`src/rtl/pdor_pkg.sv`:
```
package pdor_pkg;

    // default store capacity in bytes
    localparam int BUFFER_BYTES_DEF = 64;

    // walk positions: store index plus a 255-byte entry or option length
    localparam int POS_W = 10;

    // element and protocol codes
    localparam logic [7:0]  HDR_BYTE   = 8'h80;
    localparam logic [15:0] PROTO_IPCP = 16'h8021;
    localparam logic [7:0]  CMD_REQ    = 8'h01;
    localparam logic [7:0]  CMD_ACK    = 8'h02;
    localparam logic [7:0]  OPT_PRI    = 8'h81;
    localparam logic [7:0]  OPT_SEC    = 8'h83;
    localparam logic [7:0]  OPT_MIN    = 8'd6;

    // configuration register indexes
    localparam logic REG_PRIMARY   = 1'b0;
    localparam logic REG_SECONDARY = 1'b1;

    typedef enum logic [3:0] {
        S_LOAD,
        S_HDR_RD,
        S_HDR_CHK,
        S_ENT,
        S_P0,
        S_P1,
        S_EL,
        S_CMD,
        S_ILEN,
        S_OP,
        S_CODE,
        S_OLEN,
        S_WR,
        S_E_RD,
        S_E_LD
    } state_t;

    // controller to output stage
    typedef struct packed {
        logic load;
        logic last;
        logic trunc;
        logic hdr;
    } emit_t;

endpackage

```
`src/rtl/pco_dns_option_rewriter.sv`:
```
// PCO DNS option rewriter.
// Slave stream (s_*) carries one byte of a protocol configuration options
// element per request, tlast on the final byte. Bytes are stored in a
// single-port memory, one per cycle; bytes beyond BUFFER_BYTES are dropped
// and flagged in truncated. On the last byte the block stops taking input,
// checks the header and, for a good header, walks the stored element:
// protocol entries one by one and, in an IPCP configure-request, its
// options, rewriting each DNS address in place. The rewritten element then
// leaves on the master stream (m_*), each byte read from memory and then
// loaded into the output register, while the receiver is ready.
// The output register holds a byte while m_tready is low; input for the
// next element is taken again once the final byte is in that register.
// Configuration (cfg_*) is always ready; write it only while idle.
// Reset clears the fill count, the overflow flag, the output valid flag,
// the DNS registers and the sequencer; the byte store needs no clearing.
module pco_dns_option_rewriter #(
    parameter int BUFFER_BYTES = pdor_pkg::BUFFER_BYTES_DEF
) (
    input  logic        clk,
    input  logic        rst_n,
    input  logic        s_tvalid,
    output logic        s_tready,
    input  logic [7:0]  s_tdata,   // [7:0] in_byte
    input  logic        s_tlast,   // in_last
    output logic        m_tvalid,
    input  logic        m_tready,
    output logic [7:0]  m_tdata,   // [7:0] out_byte
    output logic        m_tlast,   // out_last
    output logic [1:0]  m_tuser,   // [0] truncated, [1] header_ok
    input  logic        cfg_valid,
    output logic        cfg_ready,
    input  logic        cfg_index,
    input  logic [31:0] cfg_data
);

    localparam int AW = $clog2(BUFFER_BYTES);
    localparam int CW = $clog2(BUFFER_BYTES + 1);

    logic [31:0]     primary_reg;
    logic [31:0]     secondary_reg;
    logic            out_valid_reg;
    logic [7:0]      out_byte_reg;
    logic            out_last_reg;
    logic [1:0]      out_user_reg;
    logic            out_free;
    logic            mem_we;
    logic [AW-1:0]   mem_addr;
    logic [7:0]      mem_wdata;
    logic [7:0]      mem_rdata;
    pdor_pkg::emit_t emit;

    assign cfg_ready = 1'b1;

    // DNS address registers
    always_ff @(posedge clk or negedge rst_n)
    begin
        if (!rst_n)
        begin
            primary_reg   <= 32'd0;
            secondary_reg <= 32'd0;
        end
        else if (cfg_valid)
        begin
            case (cfg_index)
                pdor_pkg::REG_PRIMARY:   primary_reg   <= cfg_data;
                pdor_pkg::REG_SECONDARY: secondary_reg <= cfg_data;
                default:                 primary_reg   <= primary_reg;
            endcase
        end
    end

    // output register
    assign out_free = !out_valid_reg || m_tready;

    always_ff @(posedge clk or negedge rst_n)
    begin
        if (!rst_n)
        begin
            out_valid_reg <= 1'b0;
        end
        else if (emit.load)
        begin
            out_valid_reg <= 1'b1;
        end
        else if (m_tready)
        begin
            out_valid_reg <= 1'b0;
        end
    end

    always_ff @(posedge clk)
    begin
        if (emit.load)
        begin
            out_byte_reg <= mem_rdata;
            out_last_reg <= emit.last;
            out_user_reg <= {emit.hdr, emit.trunc};
        end
    end

    assign m_tvalid = out_valid_reg;
    assign m_tdata  = out_byte_reg;
    assign m_tlast  = out_last_reg;
    assign m_tuser  = out_user_reg;

    pdor_mem #(
        .DEPTH (BUFFER_BYTES),
        .AW    (AW)
    ) u_mem (
        .clk   (clk),
        .we    (mem_we),
        .addr  (mem_addr),
        .wdata (mem_wdata),
        .rdata (mem_rdata)
    );

    pdor_ctrl #(
        .BUFFER_BYTES (BUFFER_BYTES),
        .AW           (AW),
        .CW           (CW)
    ) u_ctrl (
        .clk           (clk),
        .rst_n         (rst_n),
        .s_tvalid      (s_tvalid),
        .s_tready      (s_tready),
        .in_byte       (s_tdata),
        .in_last       (s_tlast),
        .primary_dns   (primary_reg),
        .secondary_dns (secondary_reg),
        .out_free      (out_free),
        .mem_we        (mem_we),
        .mem_addr      (mem_addr),
        .mem_wdata     (mem_wdata),
        .mem_rdata     (mem_rdata),
        .emit          (emit)
    );

endmodule

```
`src/rtl/pdor_mem.sv`:
```
module pdor_mem #(
    parameter int DEPTH = pdor_pkg::BUFFER_BYTES_DEF,
    parameter int AW    = $clog2(DEPTH)
) (
    input  logic          clk,
    input  logic          we,
    input  logic [AW-1:0] addr,
    input  logic [7:0]    wdata,
    output logic [7:0]    rdata
);

    logic [7:0] mem [DEPTH];
    logic [7:0] rdata_reg;

    // single port, registered read
    always_ff @(posedge clk)
    begin
        if (we)
        begin
            mem[addr] <= wdata;
        end
        rdata_reg <= mem[addr];
    end

    assign rdata = rdata_reg;

endmodule

```
`src/rtl/pdor_ctrl.sv`:
```
module pdor_ctrl #(
    parameter int BUFFER_BYTES = pdor_pkg::BUFFER_BYTES_DEF,
    parameter int AW           = $clog2(BUFFER_BYTES),
    parameter int CW           = $clog2(BUFFER_BYTES + 1)
) (
    input  logic              clk,
    input  logic              rst_n,
    input  logic              s_tvalid,
    output logic              s_tready,
    input  logic [7:0]        in_byte,
    input  logic              in_last,
    input  logic [31:0]       primary_dns,
    input  logic [31:0]       secondary_dns,
    input  logic              out_free,
    output logic              mem_we,
    output logic [AW-1:0]     mem_addr,
    output logic [7:0]        mem_wdata,
    input  logic [7:0]        mem_rdata,
    output pdor_pkg::emit_t   emit
);

    localparam int PW = pdor_pkg::POS_W;

    pdor_pkg::state_t state_reg, state_next;
    logic [CW-1:0] fill_reg, fill_next;
    logic          ovf_reg, ovf_next;
    logic [CW-1:0] n_reg, n_next;
    logic          trunc_reg, trunc_next;
    logic          hdr_reg, hdr_next;
    logic [PW-1:0] pc_reg, pc_next;
    logic [7:0]    elen_reg, elen_next;
    logic [7:0]    phi_reg, phi_next;
    logic [PW-1:0] lim_reg, lim_next;
    logic [PW-1:0] op_reg, op_next;
    logic [7:0]    code_reg, code_next;
    logic [7:0]    olen_reg, olen_next;
    logic [31:0]   addr_reg, addr_next;
    logic [1:0]    k_reg, k_next;
    logic [CW-1:0] idx_reg, idx_next;

    logic [PW-1:0] pos;
    logic [PW-1:0] nw;
    logic [PW-1:0] pc3;
    logic          full;
    logic          is_dns;

    assign nw       = PW'(n_reg);
    assign pc3      = pc_reg + PW'(3);
    assign full     = (fill_reg >= CW'(BUFFER_BYTES));
    assign is_dns   = (code_reg == pdor_pkg::OPT_PRI) || (code_reg == pdor_pkg::OPT_SEC);
    assign mem_addr = pos[AW-1:0];

    // state and walk registers
    always_ff @(posedge clk or negedge rst_n)
    begin
        if (!rst_n)
        begin
            state_reg <= pdor_pkg::S_LOAD;
            fill_reg  <= '0;
            ovf_reg   <= 1'b0;
        end
        else
        begin
            state_reg <= state_next;
            fill_reg  <= fill_next;
            ovf_reg   <= ovf_next;
        end
    end

    always_ff @(posedge clk)
    begin
        n_reg     <= n_next;
        trunc_reg <= trunc_next;
        hdr_reg   <= hdr_next;
        pc_reg    <= pc_next;
        elen_reg  <= elen_next;
        phi_reg   <= phi_next;
        lim_reg   <= lim_next;
        op_reg    <= op_next;
        code_reg  <= code_next;
        olen_reg  <= olen_next;
        addr_reg  <= addr_next;
        k_reg     <= k_next;
        idx_reg   <= idx_next;
    end

    // load, walk and emit sequencer
    always_comb
    begin
        state_next = state_reg;
        fill_next  = fill_reg;
        ovf_next   = ovf_reg;
        n_next     = n_reg;
        trunc_next = trunc_reg;
        hdr_next   = hdr_reg;
        pc_next    = pc_reg;
        elen_next  = elen_reg;
        phi_next   = phi_reg;
        lim_next   = lim_reg;
        op_next    = op_reg;
        code_next  = code_reg;
        olen_next  = olen_reg;
        addr_next  = addr_reg;
        k_next     = k_reg;
        idx_next   = idx_reg;
        s_tready   = 1'b0;
        mem_we     = 1'b0;
        mem_wdata  = in_byte;
        pos        = '0;
        emit       = '{load: 1'b0, last: 1'b0, trunc: trunc_reg, hdr: hdr_reg};

        case (state_reg)
            pdor_pkg::S_LOAD:
            begin
                s_tready = 1'b1;
                if (s_tvalid)
                begin
                    if (!full)
                    begin
                        mem_we    = 1'b1;
                        pos       = PW'(fill_reg);
                        fill_next = fill_reg + CW'(1);
                    end
                    else
                    begin
                        ovf_next = 1'b1;
                    end
                    if (in_last)
                    begin
                        n_next     = full ? fill_reg : fill_reg + CW'(1);
                        trunc_next = ovf_reg | full;
                        fill_next  = '0;
                        ovf_next   = 1'b0;
                        state_next = pdor_pkg::S_HDR_RD;
                    end
                end
            end

            pdor_pkg::S_HDR_RD:
            begin
                pos        = '0;
                state_next = pdor_pkg::S_HDR_CHK;
            end

            pdor_pkg::S_HDR_CHK:
            begin
                hdr_next = (mem_rdata == pdor_pkg::HDR_BYTE);
                if (mem_rdata == pdor_pkg::HDR_BYTE)
                begin
                    pc_next    = PW'(1);
                    state_next = pdor_pkg::S_ENT;
                end
                else
                begin
                    idx_next   = '0;
                    state_next = pdor_pkg::S_E_RD;
                end
            end

            // protocol entry: id high, id low, length
            pdor_pkg::S_ENT:
            begin
                if (pc_reg + PW'(2) >= nw)
                begin
                    idx_next   = '0;
                    state_next = pdor_pkg::S_E_RD;
                end
                else
                begin
                    pos        = pc_reg;
                    state_next = pdor_pkg::S_P0;
                end
            end

            pdor_pkg::S_P0:
            begin
                phi_next   = mem_rdata;
                pos        = pc_reg + PW'(1);
                state_next = pdor_pkg::S_P1;
            end

            pdor_pkg::S_P1:
            begin
                code_next  = mem_rdata;
                pos        = pc_reg + PW'(2);
                state_next = pdor_pkg::S_EL;
            end

            pdor_pkg::S_EL:
            begin
                elen_next = mem_rdata;
                if ({phi_reg, code_reg} != pdor_pkg::PROTO_IPCP)
                begin
                    pc_next    = pc3 + PW'(mem_rdata);
                    state_next = pdor_pkg::S_ENT;
                end
                else
                begin
                    pc_next = pc3;
                    if (pc3 >= nw)
                    begin
                        idx_next   = '0;
                        state_next = pdor_pkg::S_E_RD;
                    end
                    else
                    begin
                        pos        = pc3;
                        state_next = pdor_pkg::S_CMD;
                    end
                end
            end

            // IPCP command byte, then its inner length
            pdor_pkg::S_CMD:
            begin
                if (mem_rdata != pdor_pkg::CMD_REQ)
                begin
                    pc_next    = pc_reg + PW'(elen_reg);
                    state_next = pdor_pkg::S_ENT;
                end
                else if (pc_reg + PW'(3) >= nw)
                begin
                    idx_next   = '0;
                    state_next = pdor_pkg::S_E_RD;
                end
                else
                begin
                    pos        = pc_reg + PW'(3);
                    state_next = pdor_pkg::S_ILEN;
                end
            end

            pdor_pkg::S_ILEN:
            begin
                lim_next   = pc_reg + PW'(mem_rdata);
                op_next    = pc_reg + PW'(4);
                state_next = pdor_pkg::S_OP;
            end

            // option walk
            pdor_pkg::S_OP:
            begin
                if (op_reg >= lim_reg)
                begin
                    pc_next    = pc_reg + PW'(elen_reg);
                    state_next = pdor_pkg::S_ENT;
                end
                else if (op_reg + PW'(1) >= nw)
                begin
                    idx_next   = '0;
                    state_next = pdor_pkg::S_E_RD;
                end
                else
                begin
                    pos        = op_reg;
                    state_next = pdor_pkg::S_CODE;
                end
            end

            pdor_pkg::S_CODE:
            begin
                code_next  = mem_rdata;
                pos        = op_reg + PW'(1);
                state_next = pdor_pkg::S_OLEN;
            end

            pdor_pkg::S_OLEN:
            begin
                olen_next = mem_rdata;
                if (is_dns)
                begin
                    // ack the request in place
                    mem_we    = 1'b1;
                    pos       = pc_reg;
                    mem_wdata = pdor_pkg::CMD_ACK;
                    if (mem_rdata < pdor_pkg::OPT_MIN)
                    begin
                        pc_next    = pc_reg + PW'(elen_reg);
                        state_next = pdor_pkg::S_ENT;
                    end
                    else if (op_reg + PW'(5) >= nw)
                    begin
                        idx_next   = '0;
                        state_next = pdor_pkg::S_E_RD;
                    end
                    else
                    begin
                        addr_next  = (code_reg == pdor_pkg::OPT_SEC && secondary_dns != 32'd0)
                                     ? secondary_dns : primary_dns;
                        k_next     = 2'd0;
                        state_next = pdor_pkg::S_WR;
                    end
                end
                else if (mem_rdata == 8'd0)
                begin
                    idx_next   = '0;
                    state_next = pdor_pkg::S_E_RD;
                end
                else
                begin
                    op_next    = op_reg + PW'(mem_rdata);
                    state_next = pdor_pkg::S_OP;
                end
            end

            // address bytes, first octet first
            pdor_pkg::S_WR:
            begin
                mem_we    = 1'b1;
                pos       = op_reg + PW'(2) + PW'(k_reg);
                mem_wdata = addr_reg[31:24];
                addr_next = {addr_reg[23:0], 8'd0};
                k_next    = k_reg + 2'd1;
                if (k_reg == 2'd3)
                begin
                    op_next    = op_reg + PW'(olen_reg);
                    state_next = pdor_pkg::S_OP;
                end
            end

            // stream the store out through the output register
            pdor_pkg::S_E_RD:
            begin
                pos = PW'(idx_reg);
                if (out_free)
                begin
                    state_next = pdor_pkg::S_E_LD;
                end
            end

            pdor_pkg::S_E_LD:
            begin
                emit.load = 1'b1;
                emit.last = (idx_reg + CW'(1) == n_reg);
                idx_next  = idx_reg + CW'(1);
                if (idx_reg + CW'(1) == n_reg)
                begin
                    state_next = pdor_pkg::S_LOAD;
                end
                else
                begin
                    state_next = pdor_pkg::S_E_RD;
                end
            end

            default:
            begin
                state_next = pdor_pkg::S_LOAD;
            end
        endcase
    end

    // no input is taken while a byte is handed to the output stage
    a_no_load_overlap: assert property (@(posedge clk) disable iff (!rst_n)
        s_tready |-> !emit.load)
        else $error("input accepted during emit");

    // emitted index stays inside the stored element
    a_emit_in_range: assert property (@(posedge clk) disable iff (!rst_n)
        emit.load |-> (idx_reg < n_reg))
        else $error("emit index beyond element");

    // final byte returns the block to loading
    a_last_to_load: assert property (@(posedge clk) disable iff (!rst_n)
        (emit.load && emit.last) |=> (state_reg == pdor_pkg::S_LOAD))
        else $error("no return to load after last byte");

    // fill count never exceeds capacity
    a_fill_cap: assert property (@(posedge clk) disable iff (!rst_n)
        fill_reg <= CW'(BUFFER_BYTES))
        else $error("fill count over capacity");

endmodule
```
`config.mk`:
```
export PLATFORM = sky130hd
export DESIGN_NAME = pco_dns_option_rewriter
export DESIGN_NICKNAME = d
export VERILOG_FILES = /design/src/rtl/pdor_pkg.sv /design/src/rtl/pco_dns_option_rewriter.sv /design/src/rtl/pdor_mem.sv /design/src/rtl/pdor_ctrl.sv
export SDC_FILE = /design/constraint.sdc
export NUM_CORES = 1
export LEC_CHECK = 0
export BUFFER_PORTS_ARGS = -buffer_cell sky130_fd_sc_hd__buf_2
export CORE_MARGIN = 5
export CORE_UTILIZATION = 63
export DETAILED_ROUTE_END_ITERATION = 10
export PLACE_DENSITY_LB_ADDON = 0.05
export SYNTH_ARGS = -nofsm -noshare
export SYNTH_HDL_FRONTEND = slang
export SYNTH_HIERARCHICAL = 1
export SYNTH_SLANG_ARGS = --single-unit
```
`constraint.sdc`:
```
create_clock -name clk -period 6.7 [get_ports clk]
set_input_delay 1.34 -clock clk [delete_from_list [all_inputs] [get_ports clk]]
set_output_delay 1.34 -clock clk [all_outputs]
set_load 0.05 [all_outputs]
```
==> Yosys cells after proc, flatten, opt, wreduce, memory -nomap -nowiden <==
Memories as Yosys holds them, arrays and structs flattened. A register that Yosys moved wholly into a read port is not among the register bits.
Cells that the tools add are included.
{ "word_totals": {"reg_bits": 200, "ram_bits": 512, "in_bits": 47, "out_inout_bits": 14, "word_cells": 191, "n_memories": 1} }
{ "classes": {"addsub": 16, "magnitude_cmp": 7, "eq_ne": 43, "n_mux": 76, "bitwise": 2, "n_reduce_logical": 24} }
{ "memory_table": {"columns": ["memory", "depth", "word_bits", "rd", "rd_ports_with_merged_regs", "wr", "line", "text"], "rows": [
  ["u_mem.mem", 64, 8, 1, 1, 1, "pdor_mem.sv:12", "logic [7:0] mem [DEPTH];"]
]} }
{ "ops": {"columns": ["cell", "n"], "rows": [
  ["2-to-1 mux 32 bit", 4],
  ["2-to-1 mux 7 bit", 13],
  ["2-to-1 mux 10 bit", 9],
  ["one-hot mux 6 bit (11 select lines)", 1],
  ["one-hot mux 32 bit (2 select lines)", 1],
  ["one-hot mux 4 bit (15 select lines)", 1],
  ["2-to-1 mux 6 bit", 9],
  ["2-to-1 mux 4 bit", 13],
  ["adder 10 x 8 -> 10 bit", 5],
  ["one-hot mux 10 bit (5 select lines)", 1],
  ["one-hot mux 7 bit (7 select lines)", 1],
  [">= comparator 10 x 7 -> 1 bit", 4],
  ["nonzero test 32 bit", 1],
  ["one-hot mux 10 bit (3 select lines)", 1],
  ["equality test 4 bit (second input constant)", 7],
  ["equality test 8 bit (second input constant)", 3],
  ["inequality test 2 bit (second input constant)", 11],
  ["adder 10 x 2 -> 10 bit (second input constant)", 2],
  ["adder 10 x 3 -> 10 bit (second input constant)", 2],
  ["equality test 4 x 3 -> 1 bit (second input constant)", 4],
  ["inequality test 16 bit (second input constant)", 1],
  ["inequality test 2 x 1 -> 1 bit (second input constant)", 8],
  ["one-hot mux 8 bit (2 select lines)", 1],
  ["adder 7 x 1 -> 7 bit (second input constant)", 2],
  ["38 further kinds", 63]
]} }

==> Depth between registers and ports, before layout <==
{ "depth": {"ltp_word": 7, "mapped_depth": 23, "ltp_nobuf": 18} }

==> Hierarchy <==
The synthesis kept the hierarchy.
{ "by_module_without_submodules": {"columns": ["mod", "n_inst", "cells_each", "area_per_inst_um2", "seq_area_each_um2"], "rows": [
  ["pdor_mem", 1, 1170, 20002.9, 15534.9],
  ["pdor_ctrl", 1, 988, 9430.3, 3663.5],
  ["pco_dns_option_rewriter", 1, 153, 2805.2, 1956.9]
]} }

==> Least setup slack after synthesis <==
OpenSTA, ideal clock, no wires.
{ "synth_path": {"path_kind": "reg-to-reg", "start": "register u_ctrl.pc_reg[1]", "end": "memory u_mem.mem[12][0] (enable)", "setup_time_ns": 0.371, "arrival_time_ns": 4.581, "required_ns": 6.329, "setup_slack_ns": 1.749, "stages_incl_launch_ff": 21, "path_buffers": 6, "synth_period_minus_slack_ns": 4.951, "cell_sequence": "edfxtp_1 -> inv_1 -> ha_1 -> a21oi_1 -> or3_1 -> xnor2_1 -> ha_1 -> a21o_1 -> a21oi_1 -> and4b_1 -> buf_4 -> nand2_1 -> o31ai_1 -> a221o_1 -> buf_6 -> buf_2 -> buf_2 -> buf_2 -> buf_1 -> nand3_1 -> nor2_1"} }
{ "synth_between": {"elab_chain_len": 5, "word_cells_on_any_way": 11, "classes_between": "add/sub: 3; order compare: 2; mux: 6"} }
{ "synth_lines": {"columns": ["item", "line", "text"], "rows": [
  ["from (decl)", "pdor_ctrl.sv:30", "logic [PW-1:0] pc_reg, pc_next;"],
  ["from (signal assigned)", "pdor_ctrl.sv:75", "pc_reg <= pc_next;"],
  ["adder 10 x 2 -> 10 bit", "pdor_ctrl.sv:48, pdor_ctrl.sv:221", null],
  [">= comparator 10 x 7 -> 1 bit", "pdor_ctrl.sv:200, pdor_ctrl.sv:221", null],
  ["2-to-1 mux 6 bit", "pdor_ctrl.sv:221", "else if (pc_reg + PW'(3) >= nw)"],
  ["2-to-1 mux 6 bit, on equally long branches", "pdor_ctrl.sv:216, pdor_ctrl.sv:192", null],
  ["one-hot mux 6 bit (11 select lines) *", "pdor_ctrl.sv:112", "case (state_reg)"],
  ["named net mem_addr[2]", "pco_dns_option_rewriter.sv:47", "logic [AW-1:0] mem_addr;"],
  ["to (decl)", "pdor_mem.sv:12", null]
]} }
The timed path passes the listed nets; every way through them passes the cells marked *.

==> Final worst setup path <==
{ "layout_path": {"start": "register u_ctrl.pc_reg[2]", "end": "register u_mem.rdata_reg[7], in the netlist u_mem/rdata[7] (read register of u_mem.mem)"} }
{ "layout_between": {"elab_chain_len": 5, "word_cells_on_any_way": 11, "classes_between": "add/sub: 3; order compare: 2; mux: 6"} }
{ "layout_lines": {"columns": ["item", "line", "text"], "rows": [
  ["adder 10 x 2 -> 10 bit", "pdor_ctrl.sv:48, pdor_ctrl.sv:221", null],
  [">= comparator 10 x 7 -> 1 bit", "pdor_ctrl.sv:200, pdor_ctrl.sv:221", null],
  ["2-to-1 mux 6 bit", "pdor_ctrl.sv:221", null],
  ["2-to-1 mux 6 bit, on equally long branches", "pdor_ctrl.sv:216, pdor_ctrl.sv:192", null],
  ["one-hot mux 6 bit (11 select lines) *", "pdor_ctrl.sv:112", null],
  ["named net mem_addr[5]", "pco_dns_option_rewriter.sv:47", null],
  ["to (decl)", "pdor_mem.sv:13", "logic [7:0] rdata_reg;"]
]} }
Marked as above.
A chain may end at the register's enable or synchronous reset.

==> impl_metrics.yaml <==
timing:
  tns_ns: 0
  max_freq_mhz: 158
  rsz0062_at_grt: "false"
  worst_slew_pin_slew_ns: 1.27
  finalSetupViolCount: 0
  min_period_ns: 6.31
  fin_worst_skew_ns: 0.0199
  maxSlewHeadroom_pct: 15.4
  period_share_pct: 94.2
  slew_violations: 0
  hold_viol: 0
logic_synthesis:
  synth_mux_area_share_pct: 6.67
  synth-edff-count: 635
  synth_compound_area_share_pct: 11.9
  synth_xor_xnor_area_share_pct: 1.89
  synthCells: 2311
  synth_warnings: 6
  synth_top_family_by_area: "compound AO/OA/AOI/OAI gates"
  yosys.area_share.adder_pct: 3.53
  yosysUniqueCellTypes: 90
  syn_nets: 2446
  synth_async_sr_flop_share_pct: 10.7
  synth.yosys.seq_area_share_pct: 65.6
  synth_area_sq_mm: 0.0322
  synth_area_per_cell_sq_um: 13.9
  synthSimpleGateAreaFrac_pct: 7.43
  synthFlopType: "edfxtp_1"
  ys_ff_latch: 720
drt:
  drt_iter0_markers: 2780
  routedWlPerCell_um: 28.7
  dr.pass1.iters: 5
  wl_um: 91600
  ant_nets: 0
  avgViaCountPerCell: 6.73
  vias: 21500
  route.detailed.drc: 0
place:
  io_buffers: 59
  post-dp-hpwl_um: 61300
  globalplace.congestion: 0.959
  place_inst: 3061
power:
  p_per_area_mw_per_mm2: 510
  leakagePower_nw: 13.0
  power_w: 0.0185
  vdd_drop_max_mv: 0.361
clocking:
  cts_tree: "done"
  cts_setup_buffers: 0
  clkLatencyLatePin_ns: 0.62
  htreeDepth: 3
  cts_resized: 0
  clkTransAtPathRegs_ns: 0.06
  ctsHoldBuffers: 0
  cts_buffer_depth: 3
  cts_root_buffer: "clkbuf_16"
  cts_made_buffers: 74
  numClockSinks: 720
grt:
  grt_util_all_layers_pct: 32.4
  grt_max_degree: 86
  grt_pass1_wl_um: 136000
  first_global_vias: 21200
  gr-total-overflow: 0
  antenna_found_initial: 2
layout:
  instances_no_fill: 3192
  seqCellArea_sq_mm: 0.0212
  layout_commonest_cell: "edfxtp_1"
  areaGrowthSynthToFinish_pct: 12.6
  antenna_cells: 0
  postLayoutCoreUtil_pct: 71.2
  largest-register: "u_mem/mem"
  nNetsFinal: 2592
  largest_reg_flops: 512
  nFillCells: 3360
  drive_gt1_share_pct: 18.3
  final_cell_mix: "635 x edfxtp_1, 167 x nor2_1, 148 x buf_4, 136 x nand2_1, 98 x o21ai_0"
  multiInputGateArea_sq_mm: 0.0103
critical_path:
  path_delay_family: "simple AND/OR/NAND/NOR gates"
  crit_arrival_ns: 6.78
  cpPeakStageDelay_ns: 0.71
  crit_type: "flip-flop to flip-flop"
  crit_chain: "ha_1, a21oi_1, or3_1, xnor2_1, ha_1, a21o_1, a21oi_1, and4b_1, nand2_1, o311ai_0, a211o_1, nand2b_1, nand2b_1, buf_4, o22ai_1, o21ai_0, nor4b_1, nand4_1"
  cp-end-kind: "flip-flop"
  worst-path-buf-inv: 1
  cp_max_fo: 11
  cp.required_ns: 7.17
  start_kind: "flip-flop"
  cpMaxStageDelayCell: "edfxtp_1"
run_status:
  outcome: "complete, no violations"
die:
  fp.dieW_um: 236
  ioPinCount: 61
  die_area_sq_mm: 0.0558
  floorplan.initialDensity_pct: 63.2
  core-area_sq_mm: 0.0510
  die_h_um: 236
  rows: 83
hold_path:
  hold_class: "flip-flop to flip-flop"
job:
  maxCapViolations: 0
-- kinds of logic after synthesis --
logic type | Yosys count
buffers and inverters | 201
other | 1
flip-flops | 720
AO/OA/AOI/OAI | 551
multiplexers | 179
XOR/XNOR | 68
AND/OR/NAND/NOR | 503
adder cells (fa/ha/maj) | 88
-- path summary, 6_finish.rpt --
check	endpoint	slack, ns	cells past startpoint	start
min reg2reg	m_tuser[0]	0.44	0	u_ctrl/trunc_reg
min in group asynchronous	u_ctrl/fill_reg[3]	0.59	1	rst_n
max	u_mem/rdata[7]	0.39	18	u_ctrl/pc_reg[2]
max reg2reg	u_mem/rdata[7]	0.39	18	u_ctrl/pc_reg[2]
max in group asynchronous	secondary_reg[7]	5.02	2	rst_n
min	m_tuser[0]	0.44	0	u_ctrl/trunc_reg
-- through the flow --
step                      setup slack, ns  cell area [sq um]  hold WS (ns)
after floorplan                      1.75              32200         0.454
after global routing               0.0511              36300         0.442
after detailed placement            0.646              34000         0.422
after global placement              0.713              34000         0.402
final                               0.388              36300         0.436
after CTS                           0.567              36300         0.440
-- cells in the mapped netlist, drive strengths merged, types with 44 or more instances --
| master | instances | area share (%) |
|---|---|---|
| edfxtp | 635 | 59 |
| nor2 | 170 | 2.0 |
| nand2 | 137 | 1.6 |
| o21ai | 100 | 1.6 |
| a22oi | 91 | 2.1 |
| a21oi | 84 | 1.3 |
| ha | 83 | 3.2 |
| mux2 | 82 | 3.0 |
| a221oi | 79 | 2.1 |
| mux2i | 79 | 2.5 |
| buf | 78 | 1.4 |
| dfrtp | 77 | 6.0 |
| clkbuf | 62 | 0.80 |
| inv | 60 | 0.70 |
| xnor2 | 44 | 1.2 |
-- routing by layer --
layer / vias up / part of all wire (%) / global-route usage, %
met5: - / 0.022 / 0
met3: 259 / 9.0 / 5.24
met1: 10600 / 38 / 44.2
li1: 9297 / - / -
met2: 1301 / 48 / 52.5
met4: 2 / 5.2 / 14.1
-- power by group --
| part | total [W] | internal [W] | switching, W | leakage (nW) |
|---|---|---|---|---|
| logic | 0.00855 | 0.00300 | 0.00555 | 5.12 |
| clock network | 0.00398 | 0.00226 | 0.00172 | 1.12 |
| registers | 0.00598 | 0.00561 | 0.000375 | 6.72 |
| total | 0.0185 | 0.0109 | 0.00764 | 13.0 |
-- layout make-up --
cell class / instances / share of cell area, %
Clock buffer: 93 / 5.44
Clock inverter: 38 / 0.941
Inverter: 61 / 0.631
Multi-Input combinational cell: 1390 / 28.3
Sequential cell: 720 / 58.3
Tap cell: 680 / 2.34
Timing Repair Buffer: 210 / 4.08
(Power assumes the default switching activity.)
